### config.mk
export PLATFORM = sky130hd
export DESIGN_NAME = table_waveform_generator_core
export DESIGN_NICKNAME = d
export VERILOG_FILES = /design/src/hw/rtl/twg_pkg.sv /design/src/hw/rtl/twg_ctrl.sv /design/src/hw/rtl/twg_dp.sv /design/src/hw/rtl/table_waveform_generator_core.sv
export VERILOG_INCLUDE_DIRS = /design/src /design/src/hw/rtl
export SDC_FILE = /design/constraint.sdc
export NUM_CORES = 1
export LEC_CHECK = 0
export BUFFER_PORTS_ARGS = -buffer_cell sky130_fd_sc_hd__buf_2
export CORE_ASPECT_RATIO = 0.6
export CORE_MARGIN = 10
export CORE_UTILIZATION = 35
export CTS_CLUSTER_SIZE = 30
export DETAILED_ROUTE_END_ITERATION = 7
export SLEW_MARGIN = 10
export SYNTH_ARGS = -nofsm -noshare
export SYNTH_HDL_FRONTEND = slang
export SYNTH_SLANG_ARGS = --single-unit
### constraint.sdc
create_clock -name clk -period 6.33 [get_ports clk]
set_input_delay 0.3165 -clock clk [delete_from_list [all_inputs] [get_ports clk]]
set_output_delay 0.3165 -clock clk [all_outputs]
set_load 0.05 [all_outputs]
### src/hw/rtl/table_waveform_generator_core_defines.svh
// Assertion macros for the waveform generator.
// Each check is sampled on the rising edge of clk and is off during rst.
`ifndef TABLE_WAVEFORM_GENERATOR_CORE_DEFINES_SVH
`define TABLE_WAVEFORM_GENERATOR_CORE_DEFINES_SVH

`ifndef SYNTH
`define TWG_ASSERT_IMP(lbl, ante, cons) \
  lbl: assert property (@(posedge clk) disable iff (rst) (ante) |-> (cons)) \
    else $error("twg assertion failed");
`define TWG_ASSERT_NXT(lbl, ante, cons) \
  lbl: assert property (@(posedge clk) disable iff (rst) (ante) |=> (cons)) \
    else $error("twg assertion failed");
`else
`define TWG_ASSERT_IMP(lbl, ante, cons)
`define TWG_ASSERT_NXT(lbl, ante, cons)
`endif

`endif

### src/hw/rtl/twg_pkg.sv
`default_nettype none
package twg_pkg;

  localparam int TWG_TABLE_DEPTH = 36;

  localparam int NUM_W    = 16;
  localparam int PREFIX_W = 8;
  localparam int FREQ_W   = 14;
  localparam int IDX_W    = 6;
  localparam int WORD_W   = 16;
  localparam int CFG_IDX_W = 1;
  localparam int DIV_CNT_W = $clog2(NUM_W);

  localparam logic [NUM_W-1:0]    NUM_RESET    = 16'd36764;
  localparam logic [PREFIX_W-1:0] PREFIX_RESET = 8'h0F;
  localparam logic [NUM_W-1:0]    PERIOD_RESET = 16'd36764;

  localparam logic [FREQ_W-1:0] FREQ_MIN = 14'd1;
  localparam logic [FREQ_W-1:0] FREQ_MAX = 14'd9999;

  localparam logic [IDX_W-1:0] SINE_WRAP     = 6'd33;
  localparam logic [IDX_W-1:0] SQUARE_WRAP   = 6'd34;
  localparam logic [IDX_W-1:0] TRIANGLE_WRAP = 6'd35;

  // Register indexes of the configuration port
  localparam logic [CFG_IDX_W-1:0] REG_PERIOD_NUM = 1'd0;
  localparam logic [CFG_IDX_W-1:0] REG_CMD_PREFIX = 1'd1;

  // Command bytes
  localparam logic [7:0] CH_SINE     = 8'h61;
  localparam logic [7:0] CH_SQUARE   = 8'h73;
  localparam logic [7:0] CH_TRIANGLE = 8'h64;
  localparam logic [7:0] CH_DOWN10   = 8'h31;
  localparam logic [7:0] CH_UP10     = 8'h32;
  localparam logic [7:0] CH_DOWN1    = 8'h33;
  localparam logic [7:0] CH_UP1      = 8'h34;
  localparam logic [7:0] CH_DOWN100  = 8'h35;
  localparam logic [7:0] CH_UP100    = 8'h36;

  typedef enum logic [1:0] {
    WAVE_SINE,
    WAVE_SQUARE,
    WAVE_TRIANGLE
  } wave_t;

  typedef enum logic [1:0] {
    ST_IDLE,
    ST_DIV,
    ST_HOLD
  } state_t;

  typedef struct packed {
    logic take_byte;
    logic take_tick;
    logic cfg_we;
    logic div_start;
    logic div_step;
    logic load_out;
    logic load_skid;
    logic skid_to_out;
  } cmd_t;

  typedef struct packed {
    logic emit;
    logic freq_byte;
    logic div_last;
  } status_t;

  localparam int TAB_ROWS = 36;
  localparam int SQUARE_HIGH = 17;

  localparam logic [7:0] SINE_TAB [0:TAB_ROWS-1] = '{
    8'd127, 8'd151, 8'd174, 8'd195, 8'd214, 8'd230, 8'd242, 8'd250, 8'd254,
    8'd253, 8'd248, 8'd239, 8'd225, 8'd208, 8'd188, 8'd166, 8'd143, 8'd119,
    8'd95,  8'd73,  8'd52,  8'd34,  8'd19,  8'd8,   8'd2,   8'd0,   8'd2,
    8'd8,   8'd19,  8'd34,  8'd52,  8'd73,  8'd95,  8'd119, 8'd0,   8'd0
  };

  localparam logic [7:0] TRIANGLE_TAB [0:TAB_ROWS-1] = '{
    8'd127, 8'd142, 8'd157, 8'd172, 8'd187, 8'd202, 8'd217, 8'd232, 8'd247,
    8'd254, 8'd239, 8'd224, 8'd210, 8'd195, 8'd180, 8'd165, 8'd150, 8'd135,
    8'd120, 8'd105, 8'd90,  8'd75,  8'd60,  8'd45,  8'd30,  8'd15,  8'd0,
    8'd0,   8'd15,  8'd30,  8'd45,  8'd60,  8'd75,  8'd90,  8'd105, 8'd120
  };

  // Entries past the stored rows read as zero
  function automatic logic [7:0] wave_byte(wave_t w, logic [IDX_W-1:0] k);
    logic [7:0] b;
    b = 8'd0;
    unique case (w)
      WAVE_SQUARE: begin
        if (k < IDX_W'(SQUARE_HIGH)) b = 8'd255;
      end
      WAVE_TRIANGLE: begin
        if (k < IDX_W'(TAB_ROWS)) b = TRIANGLE_TAB[k];
      end
      default: begin
        if (k < IDX_W'(TAB_ROWS)) b = SINE_TAB[k];
      end
    endcase
    return b;
  endfunction

  function automatic logic signed [7:0] freq_delta(logic [7:0] c);
    logic signed [7:0] d;
    unique case (c)
      CH_DOWN10:  d = -8'sd10;
      CH_UP10:    d = 8'sd10;
      CH_DOWN1:   d = -8'sd1;
      CH_UP1:     d = 8'sd1;
      CH_DOWN100: d = -8'sd100;
      CH_UP100:   d = 8'sd100;
      default:    d = 8'sd0;
    endcase
    return d;
  endfunction

endpackage
`default_nettype wire

### src/hw/rtl/twg_ctrl.sv
`default_nettype none
module twg_ctrl
  import twg_pkg::*;
(
  input  wire logic                 clk,
  input  wire logic                 rst,
  input  wire logic                 in_valid,
  input  wire logic                 kind,
  output logic                      in_stall,
  input  wire logic                 out_stall,
  output logic                      out_valid,
  input  wire logic                 cfg_valid,
  input  wire logic [CFG_IDX_W-1:0] cfg_index,
  output logic                      cfg_ready,
  input  wire status_t              status,
  output cmd_t                      cmd
);

  state_t state, state_next;
  logic   out_valid_next;
  logic   out_free;

  always_ff @(posedge clk) begin
    if (rst) begin
      state     <= ST_IDLE;
      out_valid <= 1'b0;
    end else begin
      state     <= state_next;
      out_valid <= out_valid_next;
    end
  end

  always_comb begin
    out_free       = !out_valid || !out_stall;
    in_stall       = (state != ST_IDLE);
    cfg_ready      = (state == ST_IDLE) && !in_valid;
    cmd            = '0;
    state_next     = state;
    out_valid_next = out_valid && out_stall;
    unique case (state)
      ST_IDLE: begin
        if (in_valid) begin
          if (kind) begin
            cmd.take_tick = 1'b1;
            if (status.emit) begin
              if (out_free) begin
                cmd.load_out   = 1'b1;
                out_valid_next = 1'b1;
              end else begin
                // output still blocked: park the word
                cmd.load_skid = 1'b1;
                state_next    = ST_HOLD;
              end
            end
          end else begin
            cmd.take_byte = 1'b1;
            if (status.freq_byte) begin
              cmd.div_start = 1'b1;
              state_next    = ST_DIV;
            end
          end
        end else if (cfg_valid) begin
          cmd.cfg_we = 1'b1;
          if (cfg_index == REG_PERIOD_NUM) begin
            cmd.div_start = 1'b1;
            state_next    = ST_DIV;
          end
        end
      end
      ST_DIV: begin
        cmd.div_step = 1'b1;
        if (status.div_last) state_next = ST_IDLE;
      end
      ST_HOLD: begin
        if (out_free) begin
          cmd.skid_to_out = 1'b1;
          out_valid_next  = 1'b1;
          state_next      = ST_IDLE;
        end
      end
      default: begin
        state_next = ST_IDLE;
      end
    endcase
  end

endmodule
`default_nettype wire

### src/hw/rtl/twg_dp.sv
`default_nettype none
module twg_dp
  import twg_pkg::*;
#(
  parameter int TABLE_DEPTH = TWG_TABLE_DEPTH
) (
  input  wire logic                 clk,
  input  wire logic                 rst,
  input  wire logic [7:0]           rx_byte,
  input  wire logic [CFG_IDX_W-1:0] cfg_index,
  input  wire logic [NUM_W-1:0]     cfg_data,
  input  wire cmd_t                 cmd,
  output status_t                   status,
  output logic [WORD_W-1:0]         dac_word
);

  localparam logic [IDX_W-1:0] WRAP_CAP = IDX_W'(TABLE_DEPTH - 1);

  logic [NUM_W-1:0]     period_numerator;
  logic [PREFIX_W-1:0]  command_prefix;
  wave_t                waveform;
  logic [FREQ_W-1:0]    freq_value;
  logic [IDX_W-1:0]     sample_index;
  logic [NUM_W-1:0]     tick_count;
  logic [NUM_W-1:0]     sample_period;
  logic [FREQ_W-1:0]    rem;
  logic [NUM_W-1:0]     quo;
  logic [DIV_CNT_W-1:0] div_cnt;
  logic [WORD_W-1:0]    skid_word;

  logic [NUM_W-1:0]     num_next;
  logic [NUM_W-1:0]     tick_inc;
  logic [IDX_W-1:0]     idx_inc;
  logic [IDX_W-1:0]     wrap_raw;
  logic [IDX_W-1:0]     wrap_lim;
  logic [WORD_W-1:0]    word;
  logic signed [15:0]   f_sum;
  logic [FREQ_W-1:0]    freq_next;
  logic [FREQ_W:0]      trial;
  logic                 ge;
  logic [FREQ_W-1:0]    rem_next;

  always_comb begin
    num_next = (cmd.cfg_we && cfg_index == REG_PERIOD_NUM) ? cfg_data : period_numerator;
    tick_inc = tick_count + NUM_W'(1);
    idx_inc  = sample_index + IDX_W'(1);
    unique case (waveform)
      WAVE_SQUARE:   wrap_raw = SQUARE_WRAP;
      WAVE_TRIANGLE: wrap_raw = TRIANGLE_WRAP;
      default:       wrap_raw = SINE_WRAP;
    endcase
    wrap_lim = (wrap_raw > WRAP_CAP) ? WRAP_CAP : wrap_raw;
    word     = {command_prefix, wave_byte(waveform, sample_index)};

    // saturate the adjusted frequency to its legal range
    f_sum = $signed({2'b00, freq_value}) + 16'(freq_delta(rx_byte));
    if (f_sum < $signed({2'b00, FREQ_MIN})) freq_next = FREQ_MIN;
    else if (f_sum > $signed({2'b00, FREQ_MAX})) freq_next = FREQ_MAX;
    else freq_next = f_sum[FREQ_W-1:0];

    // one restoring division step
    trial    = {rem, quo[NUM_W-1]};
    ge       = (trial >= {1'b0, freq_value});
    rem_next = ge ? FREQ_W'(trial - {1'b0, freq_value}) : trial[FREQ_W-1:0];

    status.emit      = (tick_inc >= sample_period);
    status.freq_byte = (rx_byte >= CH_DOWN10) && (rx_byte <= CH_UP100);
    status.div_last  = (div_cnt == DIV_CNT_W'(NUM_W - 1));
  end

  always_ff @(posedge clk) begin
    if (rst) begin
      period_numerator <= NUM_RESET;
      command_prefix   <= PREFIX_RESET;
      waveform         <= WAVE_SINE;
      freq_value       <= FREQ_MIN;
      sample_index     <= '0;
      tick_count       <= '0;
      sample_period    <= PERIOD_RESET;
      div_cnt          <= '0;
    end else begin
      if (cmd.cfg_we) begin
        if (cfg_index == REG_PERIOD_NUM) period_numerator <= cfg_data;
        else command_prefix <= cfg_data[PREFIX_W-1:0];
      end
      if (cmd.take_byte) begin
        unique case (rx_byte)
          CH_SINE:     waveform <= WAVE_SINE;
          CH_SQUARE:   waveform <= WAVE_SQUARE;
          CH_TRIANGLE: waveform <= WAVE_TRIANGLE;
          default:     waveform <= waveform;
        endcase
        if (status.freq_byte) freq_value <= freq_next;
      end
      if (cmd.take_tick) begin
        if (status.emit) begin
          tick_count   <= '0;
          sample_index <= (idx_inc >= wrap_lim) ? '0 : idx_inc;
        end else begin
          tick_count <= tick_inc;
        end
      end
      if (cmd.div_start) begin
        div_cnt <= '0;
      end else if (cmd.div_step) begin
        div_cnt <= div_cnt + DIV_CNT_W'(1);
        if (status.div_last) sample_period <= {quo[NUM_W-2:0], ge};
      end
    end
  end

  always_ff @(posedge clk) begin
    if (cmd.div_start) begin
      rem <= '0;
      quo <= num_next;
    end else if (cmd.div_step) begin
      rem <= rem_next;
      quo <= {quo[NUM_W-2:0], ge};
    end
    if (cmd.load_out) dac_word <= word;
    else if (cmd.skid_to_out) dac_word <= skid_word;
    if (cmd.load_skid) skid_word <= word;
  end

endmodule
`default_nettype wire

### src/hw/rtl/table_waveform_generator_core.sv
// Table waveform generator: command bytes and timer ticks in, DAC words out.
// Input channel (in_valid / in_stall): kind 0 carries a command byte in
//   rx_byte ('a' sine, 's' square, 'd' triangle, '1'..'6' step the frequency
//   value by -10, +10, -1, +1, -100, +100 within 1..9999); kind 1 is one tick.
// Output channel (out_valid / out_stall): one dac_word beat on the tick that
//   completes a sample period: command prefix in the upper byte, table sample
//   in the lower byte. The word is valid the cycle after its tick is taken if the output is free.
// Configuration channel (cfg_valid / cfg_ready): index 0 period numerator,
//   index 1 command prefix. Accepted only while the block is idle.
// Throughput: a tick that parks no word, or a byte that leaves the frequency
//   alone, does not stall the next input. A frequency step or a numerator
//   write does: the sample period is numerator / frequency, recomputed by a
//   one-bit-per-cycle restoring divider (16 steps) while input and config stall.
// Stalls: a waiting output word does not block input; a second word parks in
//   a skid register and input stalls until the first is taken.
// Reset (rst, synchronous): sine, frequency 1, index 0, count 0, numerator
//   36764, prefix 0x0F, sample period 36764, no word pending.
`default_nettype none
`include "table_waveform_generator_core_defines.svh"
module table_waveform_generator_core
  import twg_pkg::*;
#(
  parameter int TABLE_DEPTH = TWG_TABLE_DEPTH
) (
  input  wire logic                 clk,
  input  wire logic                 rst,
  input  wire logic                 in_valid,
  output logic                      in_stall,
  input  wire logic                 kind,
  input  wire logic [7:0]           rx_byte,
  output logic                      out_valid,
  input  wire logic                 out_stall,
  output logic [WORD_W-1:0]         dac_word,
  input  wire logic                 cfg_valid,
  output logic                      cfg_ready,
  input  wire logic [CFG_IDX_W-1:0] cfg_index,
  input  wire logic [NUM_W-1:0]     cfg_data
);

  cmd_t    cmd;
  status_t status;

  // sequencer: handshakes, divider steps, output and skid occupancy
  twg_ctrl u_ctrl (
    .clk       (clk),
    .rst       (rst),
    .in_valid  (in_valid),
    .kind      (kind),
    .in_stall  (in_stall),
    .out_stall (out_stall),
    .out_valid (out_valid),
    .cfg_valid (cfg_valid),
    .cfg_index (cfg_index),
    .cfg_ready (cfg_ready),
    .status    (status),
    .cmd       (cmd)
  );

  // registers, tick counter, table lookup and period divider
  twg_dp #(
    .TABLE_DEPTH (TABLE_DEPTH)
  ) u_dp (
    .clk       (clk),
    .rst       (rst),
    .rx_byte   (rx_byte),
    .cfg_index (cfg_index),
    .cfg_data  (cfg_data),
    .cmd       (cmd),
    .status    (status),
    .dac_word  (dac_word)
  );

  // no input or configuration while the divider runs
  `TWG_ASSERT_IMP(a_div_blocks_io, cmd.div_step, in_stall && !cfg_ready)
  // the divider stops after its last step
  `TWG_ASSERT_NXT(a_div_ends, cmd.div_step && status.div_last, !cmd.div_step)
  // a parked word holds input off while the output is still full
  `TWG_ASSERT_NXT(a_skid_holds, cmd.load_skid, in_stall && out_valid)

endmodule
`default_nettype wire
; After elaboration in Yosys (flattened, before gate mapping)
; Memory sizes are Yosys's and may differ from the RTL's.
; Index checks and enable logic that the tools add are counted.
[classes]
n_eq_ne = 21
add_sub_neg = 5
n_div = 0
shift = 0
order_cmp = 11
n_bitwise = 3
n_mul = 0
n_reduce_logical = 21
mux = 55
[op_table]
columns = cell, count
row1 = $mux W16, 6
row2 = $mux W8, 7
row3 = $eq A8 B6 Y1 const B, 6
row4 = $pmux W8 S6, 1
row5 = $mux W14, 3
row6 = $mux W2, 16
row7 = $eq A8 B7 Y1 const B, 3
row8 = $add A15 B8 Y16, 1
row9 = $add A16 B1 Y16 const B, 1
row10 = $ge A16 B16 Y1, 1
row11 = $gt A16 B15 Y1 const B, 1
row12 = $lt A16 B2 Y1 const B, 1
row13 = $pmux W8 S2, 1
row14 = $ge A15 B14 Y1, 1
row15 = $mux W1, 15
row16 = $sub A14 B14 Y14, 1
row17 = $ne A4 B4 Y1 const B, 3
row18 = $pmux W2 S3, 2
row19 = $reduce_and A2 Y1, 5
row20 = $ge A8 B6 Y1 const B, 1
row21 = $le A8 B6 Y1 const B, 1
row22 = $ge A7 B7 Y1 const B, 1
row23 = $not A6 Y7, 1
row24 = $reduce_and A7 Y1, 1
row25 = other kinds (25), 36
[totals]
latch_bits = 0
reg_bits = 147
input_bits = 31
ram_bits = 0
out_inout_bits = 19
n_memories = 2
word_cells = 132
romBits = 1024
[memory_table]
columns = name, depth, word_bits, rd, rd_ports_with_merged_regs, write_ports, line
row1 = (no name shown), 64, 8, 1, 0, 0, twg_pkg.sv:95  ; if (k < IDX_W'(TAB_ROWS)) b = TRIANGLE_TAB[k];
row2 = (no name shown), 64, 8, 1, 0, 0, twg_pkg.sv:98  ; if (k < IDX_W'(TAB_ROWS)) b = SINE_TAB[k];

; Longest topological paths before layout
; Gate-level depths: netlist of run 1.
[logic_depth]
depth_word = 9
ltp_mapped = 17
mapped_depth_nobuf = 15

; Hierarchy
; A second synthesis of run 1 with hierarchy kept.
[hier_totals]
hier_cells = 1049
area_unflattened_um2 = 9326.4
[by_module_without_submodules]
columns = module, area_per_inst_um2, cells_each, seq_area_each_um2, n_inst
row1 = twg_dp, 9111.2, 1022, 3363.2, 1
row2 = twg_ctrl, 215.2, 27, 60.1, 1

; Least setup slack after synthesis of run 1
; OpenSTA, ideal clock, no wires.
[synth_timing]
kind = register to register
from = register u_dp.tick_count[2]
to = register u_dp.dac_word[0], enable pin
t_required_ns = 5.916
slack_ns = 1.469
t_arrival_ns = 4.447
synth_period_minus_slack_ns = 4.861
path_buffers = 1
stages_incl_launch_ff = 16
setup_ns = 0.414
cell_sequence = dfxtp_1 -> nand3_1 -> nor4_1 -> and3_1 -> and3_1 -> inv_1 -> nor3_1 -> nand3_1 -> xnor2_1 -> ha_1 -> nand4_1 -> nor2_1 -> and4b_1 -> clkbuf_1 -> nor2_1 -> a21boi_0
[synth_between]
elab_chain_cells = 7
[synth_lines]
columns = item, line
row1 = start: declaration, twg_dp.sv:24  ; logic [NUM_W-1:0] tick_count;
row2 = start signal: assignment, twg_dp.sv:100  ; tick_count <= tick_inc;
row3 = $add A16 B1 Y16, twg_dp.sv:45  ; tick_inc = tick_count + NUM_W'(1);
row4 = $ge A16 B16 Y1, twg_dp.sv:66  ; status.emit = (tick_inc >= sample_period);
row5 = $mux W2, twg_ctrl.sv:45  ; if (status.emit) begin
row6 = $mux W2, twg_ctrl.sv:43  ; if (kind) begin
row7 = $mux W2, twg_ctrl.sv:42  ; if (in_valid) begin
row8 = $mux W2, twg_ctrl.sv:40  ; unique case (state)
row9 = $reduce_bool A2 Y1 (no line), n/a
row10 = end signal: assignment, twg_dp.sv:120  ; if (cmd.load_out) dac_word <= word;
row11 = end signal: assignment, twg_dp.sv:121  ; else if (cmd.skid_to_out) dac_word <= skid_word;
row12 = end: declaration, twg_dp.sv:14  ; output logic [WORD_W-1:0] dac_word
; Every way passes these cells.
; A chain may end at the register's enable or synchronous reset.

; Worst setup path after layout of run 1
[layout_timing]
from = register u_dp.tick_count[0]
to = register u_dp.dac_word[0], enable pin
; The elaborated chain is that of the path after synthesis.

==> impl_metrics.ini, run 1 <==
[cts]
cts_buffers = 17
clockBufferDepth = 2
clock-sinks = 147
cts_tree = done
clock_tree.root_cell = clkbuf_16
clkTransAtPathRegs_ps = 60
post_cts_buffers = 0
htreeDepth = 4
cts_resized = 0
hold_buffers = 0
clock_latency_ps = 430

[floorplan]
pin_count = 50
die_w_um = 232.4
die_h_um = 147.4
row_count = 46
initial_utilization_pct = 35.70
dieArea_mm2 = 0.03426
core_area_mm2 = 0.02653

[cells_and_area]
drive_gt1_share_pct = 11.31
num-fill-cells = 2648
area_growth_pct = 11.89
antenna_cells = 0
multi_input_area_mm2 = 0.005492
final_nets = 1241
seqCellArea_mm2 = 0.003423
instances_no_fill = 1527
design_area_mm2 = 0.01060

[route]
drc_errors = 0
vias = 8532
ant_nets = 0
firstDrtPassIters = 5
via_per_inst = 5.587
drt-wirelength-per-cell_um = 17.46
drt_iter0_markers = 837
drt_wl_total_um = 26660

[worst_hold_path]
hold_path_class = in -> reg

[timing]
relSlewSlack_pct = 23.59
fmax_mhz = 201.9
post-route-min-period_ps = 4953
clock_skew_ps = 8.373
finalHoldViolCount = 0
finalCritPeriodShare_pct = 78.24
final-setup-viol-count = 0
rsz0062_at_grt = no
report.final.slew_viol_count = 0
worst_pin_slew_ps = 1142
fin_setup_tns_ps = 0
timing.hold.ws_ps = 121.9

[grt]
grt_max_degree = 48
antenna_found_initial = 0
grt_pass1_vias = 7635
overflow = 0
gr-usage-all-layers_pct = 15.46
grt_first_pass_wirelength_um = 42650

[worst_setup_path]
max_stage_delay_ps = 790
critical_path.slowest_cell = a21boi_2
crit_buf_inv = 1
criticalPathCategory = reg -> reg
arrival_ps = 5000
crit_chain = nand3_1 > nor4_1 > and3_1 > and3_1 > inv_1 > nor3_1 > nand3_1 > xnor2_1 > ha_1 > nand4_1 > nor2_1 > and4b_1 > nor2_1 > a21boi_2
worst_ep_required_time_ps = 6380
cp_top_family = simple AND/OR/NAND/NOR gates
startpoint_type = flip-flop
crit_path_end_kind = flip-flop
crit_fanout = 16

[pwr]
powerDensity_mw_per_mm2 = 274.7
p_leak_nw = 4.042
ir_drop_mv = 0.1849
total_power_mw = 2.911

[yosys]
synth_edf_count = 48
ys_seq_area_share_pct = 36.14
syn-num-nets = 1221
synthCells = 1134
ys_warn_count = 0
synth.most_common_cell = nand2_1
synth_area_mm2 = 0.009472
yosys.area.top_type = dfxtp_1
ys_async_sr_fraction_pct = 0
synth-seq-cells = 147
synth_cell_types = 86
synth_area_leaders = dfxtp_1, edfxtp_1, ha_1
synth_flop_cell = dfxtp_1
synth_common_cells = nand2_1, dfxtp_1, nor2_1
avgSynthCellArea_um2 = 8.352
synth_top_area_share_pct = 20.92

[run_status]
status = completed

[job]
cap_violations = 0

[placed_design]
hpwl_um = 19400
dp.cells = 1495
numPortBuffers = 49
gp_congestion = 0.9423
dpl-instance-area_mm2 = 0.01002
-- layout make-up --
| class | instances | share of cell area (%) |
|---|---|---|
| inverters | 83 | 2.940 |
| clock inverters | 8 | 0.7084 |
| clock buffers | 24 | 4.746 |
| repair buffers | 62 | 3.235 |
| multi-input cells | 843 | 51.82 |
| well taps | 360 | 4.250 |
| flip-flops and latches | 147 | 32.30 |
-- stage by stage --
stage	util, %	setup WS (ps)
final	39.94	1377
after global routing	39.94	834.9
after CTS	39.94	1442
after detailed placement	37.76	1387
after global placement	37.76	1711
after floorplan	-	1469
-- cell usage in the layout (no fill, tap or decap), drive strengths merged, types with 20 or more instances in the layout --
cell,instances
a21oi,96
buf,62
clkbuf,24
dfxtp,99
edfxtp,48
ha,54
inv,83
mux2i,30
nand2,131
nand3,29
nor2,96
nor3,28
o211ai,26
o21ai,61
o22ai,22
xnor2,20
-- worst register-to-register path: cells and delay by family, from the launching register on --
family	cells	cell delay [ps]
AND/OR/NAND/NOR	10	2840
buffers and inverters	1	80
AO/OA/AOI/OAI	1	790
adder cells (fa/ha/maj)	1	290
flip-flops	1	390
XOR/XNOR	1	170
-- where the power goes --
group	internal, mW	leakage (nW)	switching [mW]
clock	0.595	0.285	0.399
sequential	1.04	1.22	0.0513
combinational	0.304	2.53	0.518
total	1.94	4.04	0.969
-- per-layer routing --
metal | vias to the layer above | wire length, um | GRT usage [%] | part of all wire, %
met5 | - | 0 | 0 | 0
met4 | 0 | 336 | 3.645 | 1.3
met3 | 26 | 2103 | 3.880 | 7.9
met2 | 296 | 10070 | 19.70 | 38
met1 | 4013 | 14160 | 24.49 | 53
li1 | 4197 | - | - | -
-- state kept, by name, indices dropped and copies added, names as in the netlist, 8 cells and up --
register and flops:
u_dp.command_prefix 8, u_dp.dac_word 16, u_dp.freq_value 14, u_dp.period_numerator 16, u_dp.quo 16, u_dp.rem 14, u_dp.sample_period 16, u_dp.skid_word 16
u_dp.tick_count 16
-- path summary, 6_finish.rpt --
path	slack, ps	endpoint	start	depth (start not counted)
setup / recovery	1380	u_dp.dac_word[0]$_DFFE_PP_	u_dp.tick_count[0]$_SDFFE_PP0P_	14
hold / removal	120	u_dp.period_numerator[11]$_SDFFE_PP1P_	cfg_data[11]	3
setup reg to reg	1380	u_dp.dac_word[0]$_DFFE_PP_	u_dp.tick_count[0]$_SDFFE_PP0P_	14
hold reg to reg	460	u_dp.sample_period[13]$_SDFFE_PP0P_	u_dp.sample_period[13]$_SDFFE_PP0P_	2
-- kinds of logic after synthesis --
group	after synthesis	share of synthesized area [%]
AO/OA/AOI/OAI	341	24.04
XOR/XNOR	26	2.484
adder cells (fa/ha/maj)	59	7.900
buffers and inverters	144	6.024
flip-flops	147	36.14
multiplexers	47	5.192
AND/OR/NAND/NOR	370	18.22
(Power assumes the default switching activity.)
==> inputs of run 2 (changes only) <==
clock period = 4 ns   (was 6.33 ns; I/O delays follow)
==> impl_metrics.ini, run 2 (same netlist as run 1, synthesis figures left out) <==
[route]
drc_errors = 0
wl_met1_um = 14360
wl_met2_um = 10230
drt-wirelength-per-cell_um = 17.18
met3WireLength_um = 2105
highest_layer = met4
drt_wl_total_um = 26950
ant_nets = 0
vias = 8758
firstDrtPassIters = 5
via_per_inst = 5.582
drt_iter0_markers = 1022

[cells_and_area]
design_area_mm2 = 0.01103
area_growth_pct = 16.46
instances_no_fill = 1569
drive_gt1_share_pct = 15.22
final_nets = 1283
final_common_cell = nand2_1
layout_common_cells = nand2_1, dfxtp_1, a21oi_1
antenna_cells = 0
num-fill-cells = 2632

[timing]
worst_pin_slew_ps = 1113
report.final.slew_viol_count = 0
fin_setup_tns_ps = 0
finalWorstSetupSlack_ps = 155.5
finalCritPeriodShare_pct = 96.11
post-route-min-period_ps = 3845
relSlewSlack_pct = 25.59
clock_skew_ps = 8.998
finalHoldViolCount = 0
fmax_mhz = 260.1
final-setup-viol-count = 0

[placed_design]
hpwl_um = 20030
post-place-ws_ps = -8.573
numPortBuffers = 49
dpl-instance-area_mm2 = 0.01034
dp.cells = 1533
gp_congestion = 0.8991

[grt]
antenna_found_initial = 0
gr-usage-all-layers_pct = 15.60
grt_first_pass_wirelength_um = 43850
grt_pass1_vias = 7940
grt_max_degree = 34
overflow = 0

[floorplan]
die_w_um = 232.4
dieArea_mm2 = 0.03426
row_count = 46
die_h_um = 147.4
pin_count = 50
core_area_mm2 = 0.02653
initial_utilization_pct = 35.70

[cts]
clock_tree.root_cell = clkbuf_16
clock-sinks = 147
htreeDepth = 4
cts_tree = done
clock_latency_ps = 430
cts_buffers = 17
clkTransAtPathRegs_ps = 70
clockBufferDepth = 2

[job]
cap_violations = 0

[pwr]
ir_drop_mv = 0.3193
total_power_mw = 4.726
p_leak_nw = 4.291
powerDensity_mw_per_mm2 = 428.4

[worst_setup_path]
crit_path_end_kind = flip-flop
crit_fanout = 16
criticalPathCategory = reg -> reg
worst_ep_required_time_ps = 4180
startpoint_type = flip-flop
arrival_ps = 4020

[worst_hold_path]
hold_path_class = in -> reg

[run_status]
status = completed
run 2: cell types whose count changed in the layout (fill, tap and decap cells not counted), sizes merged:
cell | previous run | this run
buf | 62 | 102
inv | 83 | 88
clkbuf | 24 | 17
clkinv | 6 | 5
clkinvlp | 1 | 3
bufinv | 1 | 2
dlygate4sd3 | 0 | 2
run 2: path summary, 6_finish.rpt:
check                                          endpoint  slack, ps                            start  cells after the start
setup / recovery             u_dp.dac_word[6]$_DFFE_PP_        160  u_dp.tick_count[0]$_SDFFE_PP0P_                     18
hold / removal    u_dp.period_numerator[8]$_SDFFE_PP1P_         20                      cfg_data[8]                      3
setup reg to reg             u_dp.dac_word[6]$_DFFE_PP_        160  u_dp.tick_count[0]$_SDFFE_PP0P_                     18
hold reg to reg               u_dp.rem[13]$_SDFFE_PP0P_        460        u_dp.rem[13]$_SDFFE_PP0P_                      2
run 2: cell type report:
cell class                      count  area, um^2  share of cell area [%]
Multi-Input combinational cell    843        5555                   50.36
Inverter                           83       311.5                   2.824
Clock buffer                       17       425.4                   3.857
Timing Repair Buffer              104       688.2                   6.239
Tap cell                          360       450.4                   4.083
Clock inverter                     15       172.7                   1.565
Sequential cell                   147        3427                   31.07
run 2: repair_timing:
action	in CTS	in global routing
hold buffers	2	0
setup buffers	0	2
endpoints found under the setup margin	0	50
gates resized for setup	0	11
hold endpoints to repair	2	0
run 2: critical path, cell delays in order, from the launching register on:
cell and delay, ps:
dfxtp_2 360, nand3_1 120, nor4_2 250, buf_4 170, and3_1 200, and3_1 190
inv_1 60, nor3_1 140, buf_4 160, nand3_1 120, xnor2_2 160, ha_1 290
nand4_1 180, nor2_2 210, and4b_1 270, buf_4 160, o21ai_2 70, buf_12 180
mux2_2 270
run 2: per-stage QoR:
step / hold slack (ps) / util (%)
after CTS: 6.012 / 41.32
after detailed placement: 443.7 / 38.99
after floorplan: 328.8 / -
after global routing: 12.46 / 41.57
final: 15.68 / 41.57
after global placement: 442.1 / 38.99
run 2: report_power, final:
group          internal (mW)  switching [mW]  total, mW  leakage [nW]
clock                  0.939           0.714       1.65         0.284
sequential              1.65          0.0883       1.74          1.22
combinational          0.491           0.842       1.33          2.78
total                   3.08            1.64       4.73          4.29
run 2: metal layers:
| metal | GRT usage, % | up-vias |
|---|---|---|
| li1 | - | 4275 |
| met5 | 0 | - |
| met2 | 19.86 | 304 |
| met3 | 3.593 | 22 |
| met4 | 3.254 | 0 |
| met1 | 25.04 | 4157 |
==> inputs of run 3 (changes only) <==
CELL_PAD_IN_SITES_DETAIL_PLACEMENT = 1   (was unset)
CELL_PAD_IN_SITES_GLOBAL_PLACEMENT = 1   (was unset)
PLACE_DENSITY_LB_ADDON = 0.1   (was unset)
==> impl_metrics.ini, run 3 (same netlist as run 1, synthesis figures left out) <==
[grt]
gr-usage-all-layers_pct = 18.34
overflow = 0
antenna_found_initial = 0
grt_first_pass_wirelength_um = 49600
grt_max_degree = 41
grt_pass1_vias = 8367

[floorplan]
row_count = 46
die_w_um = 232.4
initial_utilization_pct = 35.70
core_area_mm2 = 0.02653
dieArea_mm2 = 0.03426
die_h_um = 147.4
pin_count = 50

[timing]
post-route-min-period_ps = 3779
finalHoldViolCount = 0
finalWorstSetupSlack_ps = 221.1
report.final.slew_viol_count = 0
clock_skew_ps = 11.68
fmax_mhz = 264.6
worst_pin_slew_ps = 1011
finalCritPeriodShare_pct = 94.47
rsz0062_at_grt = no
final-setup-viol-count = 0
timing.hold.ws_ps = 23.95
relSlewSlack_pct = 32.41
fin_setup_tns_ps = 0

[cells_and_area]
num-fill-cells = 3146
seqCellArea_mm2 = 0.003425
final_common_cell = nand2_1
design_area_mm2 = 0.01105
drive_gt1_share_pct = 15.07
final_nets = 1282
postLayoutCoreUtil_pct = 41.66
layout_common_cells = nand2_1, dfxtp_1, a21oi_1
instances_no_fill = 1568
area_growth_pct = 16.71
antenna_cells = 0
multi_input_area_mm2 = 0.005550

[route]
drc_errors = 0
vias = 8753
firstDrtPassIters = 5
via_per_inst = 5.582
drt_iter0_markers = 683
drt_wl_total_um = 31470
ant_nets = 0
drt-wirelength-per-cell_um = 20.07

[worst_hold_path]
hold_path_class = in -> reg
holdPathStages = 3
holdCritStartpoint = cfg_data[9]
min_to = u_dp.period_numerator[9]$_SDFFE_PP1P_

[worst_setup_path]
worst_ep_required_time_ps = 4190
arrival_ps = 3970
crit_fanout = 16
r2r_setup_slack_ps = 220
startpoint_type = flip-flop
timing.rr.start = u_dp.tick_count[0]$_SDFFE_PP0P_
reg2reg_to = u_dp.dac_word[2]$_DFFE_PP_
ff2ff_path_depth = 15
crit_path_end_kind = flip-flop
criticalPathCategory = reg -> reg
crit_start = u_dp.tick_count[0]$_SDFFE_PP0P_

[cts]
clock_tree.root_cell = clkbuf_16
clock_latency_ps = 440
cts_buffers = 17
clock-sinks = 147
cts_tree = done
clkTransAtPathRegs_ps = 60
clockBufferDepth = 2
htreeDepth = 4

[pwr]
ir_drop_mv = 0.2937
seq_power_share_pct = 35.8
switchingPower_mw = 1.655
p_clk_share_pct = 34.4
p_int_mw = 3.189
power_frac_comb_pct = 29.8
p_leak_nw = 4.305
powerDensity_mw_per_mm2 = 438.2
total_power_mw = 4.844
switching_share_pct = 34.17

[placed_design]
dpl-instance-area_mm2 = 0.01037
hpwl_um = 23710
post-place-ws_ps = -16.20
numPortBuffers = 49
gp_congestion = 0.8606
dp.cells = 1533

[job]
cap_violations = 0

[run_status]
status = completed
## run 3: timing repair
action | 4_1_cts | 5_1_grt
buffers inserted | 0 | 1
gates resized for setup | 0 | 7
endpoints found under the setup margin | 0 | 64
endpoints found under the hold margin | 2 | 0
hold buffers | 2 | 0
## run 3: metal layers
| metal | global-route usage [%] | wire length (um) | vias to the layer above |
|---|---|---|---|
| li1 | - | - | 4273 |
| met1 | 29.94 | 18010 | 4264 |
| met2 | 23.29 | 11690 | 195 |
| met3 | 3.402 | 1482 | 21 |
| met4 | 3.938 | 278 | 0 |
| met5 | 0 | 0 | - |
## run 3: worst max path at each step
| stage | slack, ps | endpoint | cells past startpoint |
|---|---|---|---|
| CTS | 80 | u_dp.dac_word[2]$_DFFE_PP_ | 14 |
| finish | 220 | u_dp.dac_word[2]$_DFFE_PP_ | 15 |
| global placement | 80 | u_dp.freq_value[6]$_SDFFE_PP0P_ | 15 |
| floorplan | 30 | u_dp.dac_word[10]$_DFFE_PP_ | 16 |
| detailed placement | -20 | u_dp.freq_value[6]$_SDFFE_PP0P_ | 15 |
| global route | 4 | u_dp.skid_word[2]$_DFFE_PP_ | 14 |
## run 3: area by class of cell
class / instances / share of cell area, %
Clock buffer: 22 / 4.686
Multi-Input combinational cell: 843 / 50.21
Inverter: 83 / 2.818
Tap cell: 360 / 4.075
Clock inverter: 10 / 0.8489
Timing Repair Buffer: 103 / 6.384
Sequential cell: 147 / 30.98
## run 3: power by group through the flow
stage	clock network (mW)	registers (mW)	logic [mW]
3_5_place_dp	0	1.76	1.42
2_1_floorplan	0	1.73	0.963
4_1_cts	1.70	1.73	1.43
3_3_place_gp	0	1.77	1.39
5_1_grt	1.77	1.75	1.60
6_report	1.67	1.74	1.44
## run 3: critical path, stage by stage (launching register included)
cell and delay [ps]:
dfxtp_2 380, ha_1 190, nand3_1 120, nor3_2 220
nand3_2 150, nor2_1 240, xnor2_1 160, ha_1 270
a21o_1 180, a21o_1 190, a2111o_1 350, and4b_1 210
buf_4 160, o21ai_2 170, buf_12 180, mux2_2 340
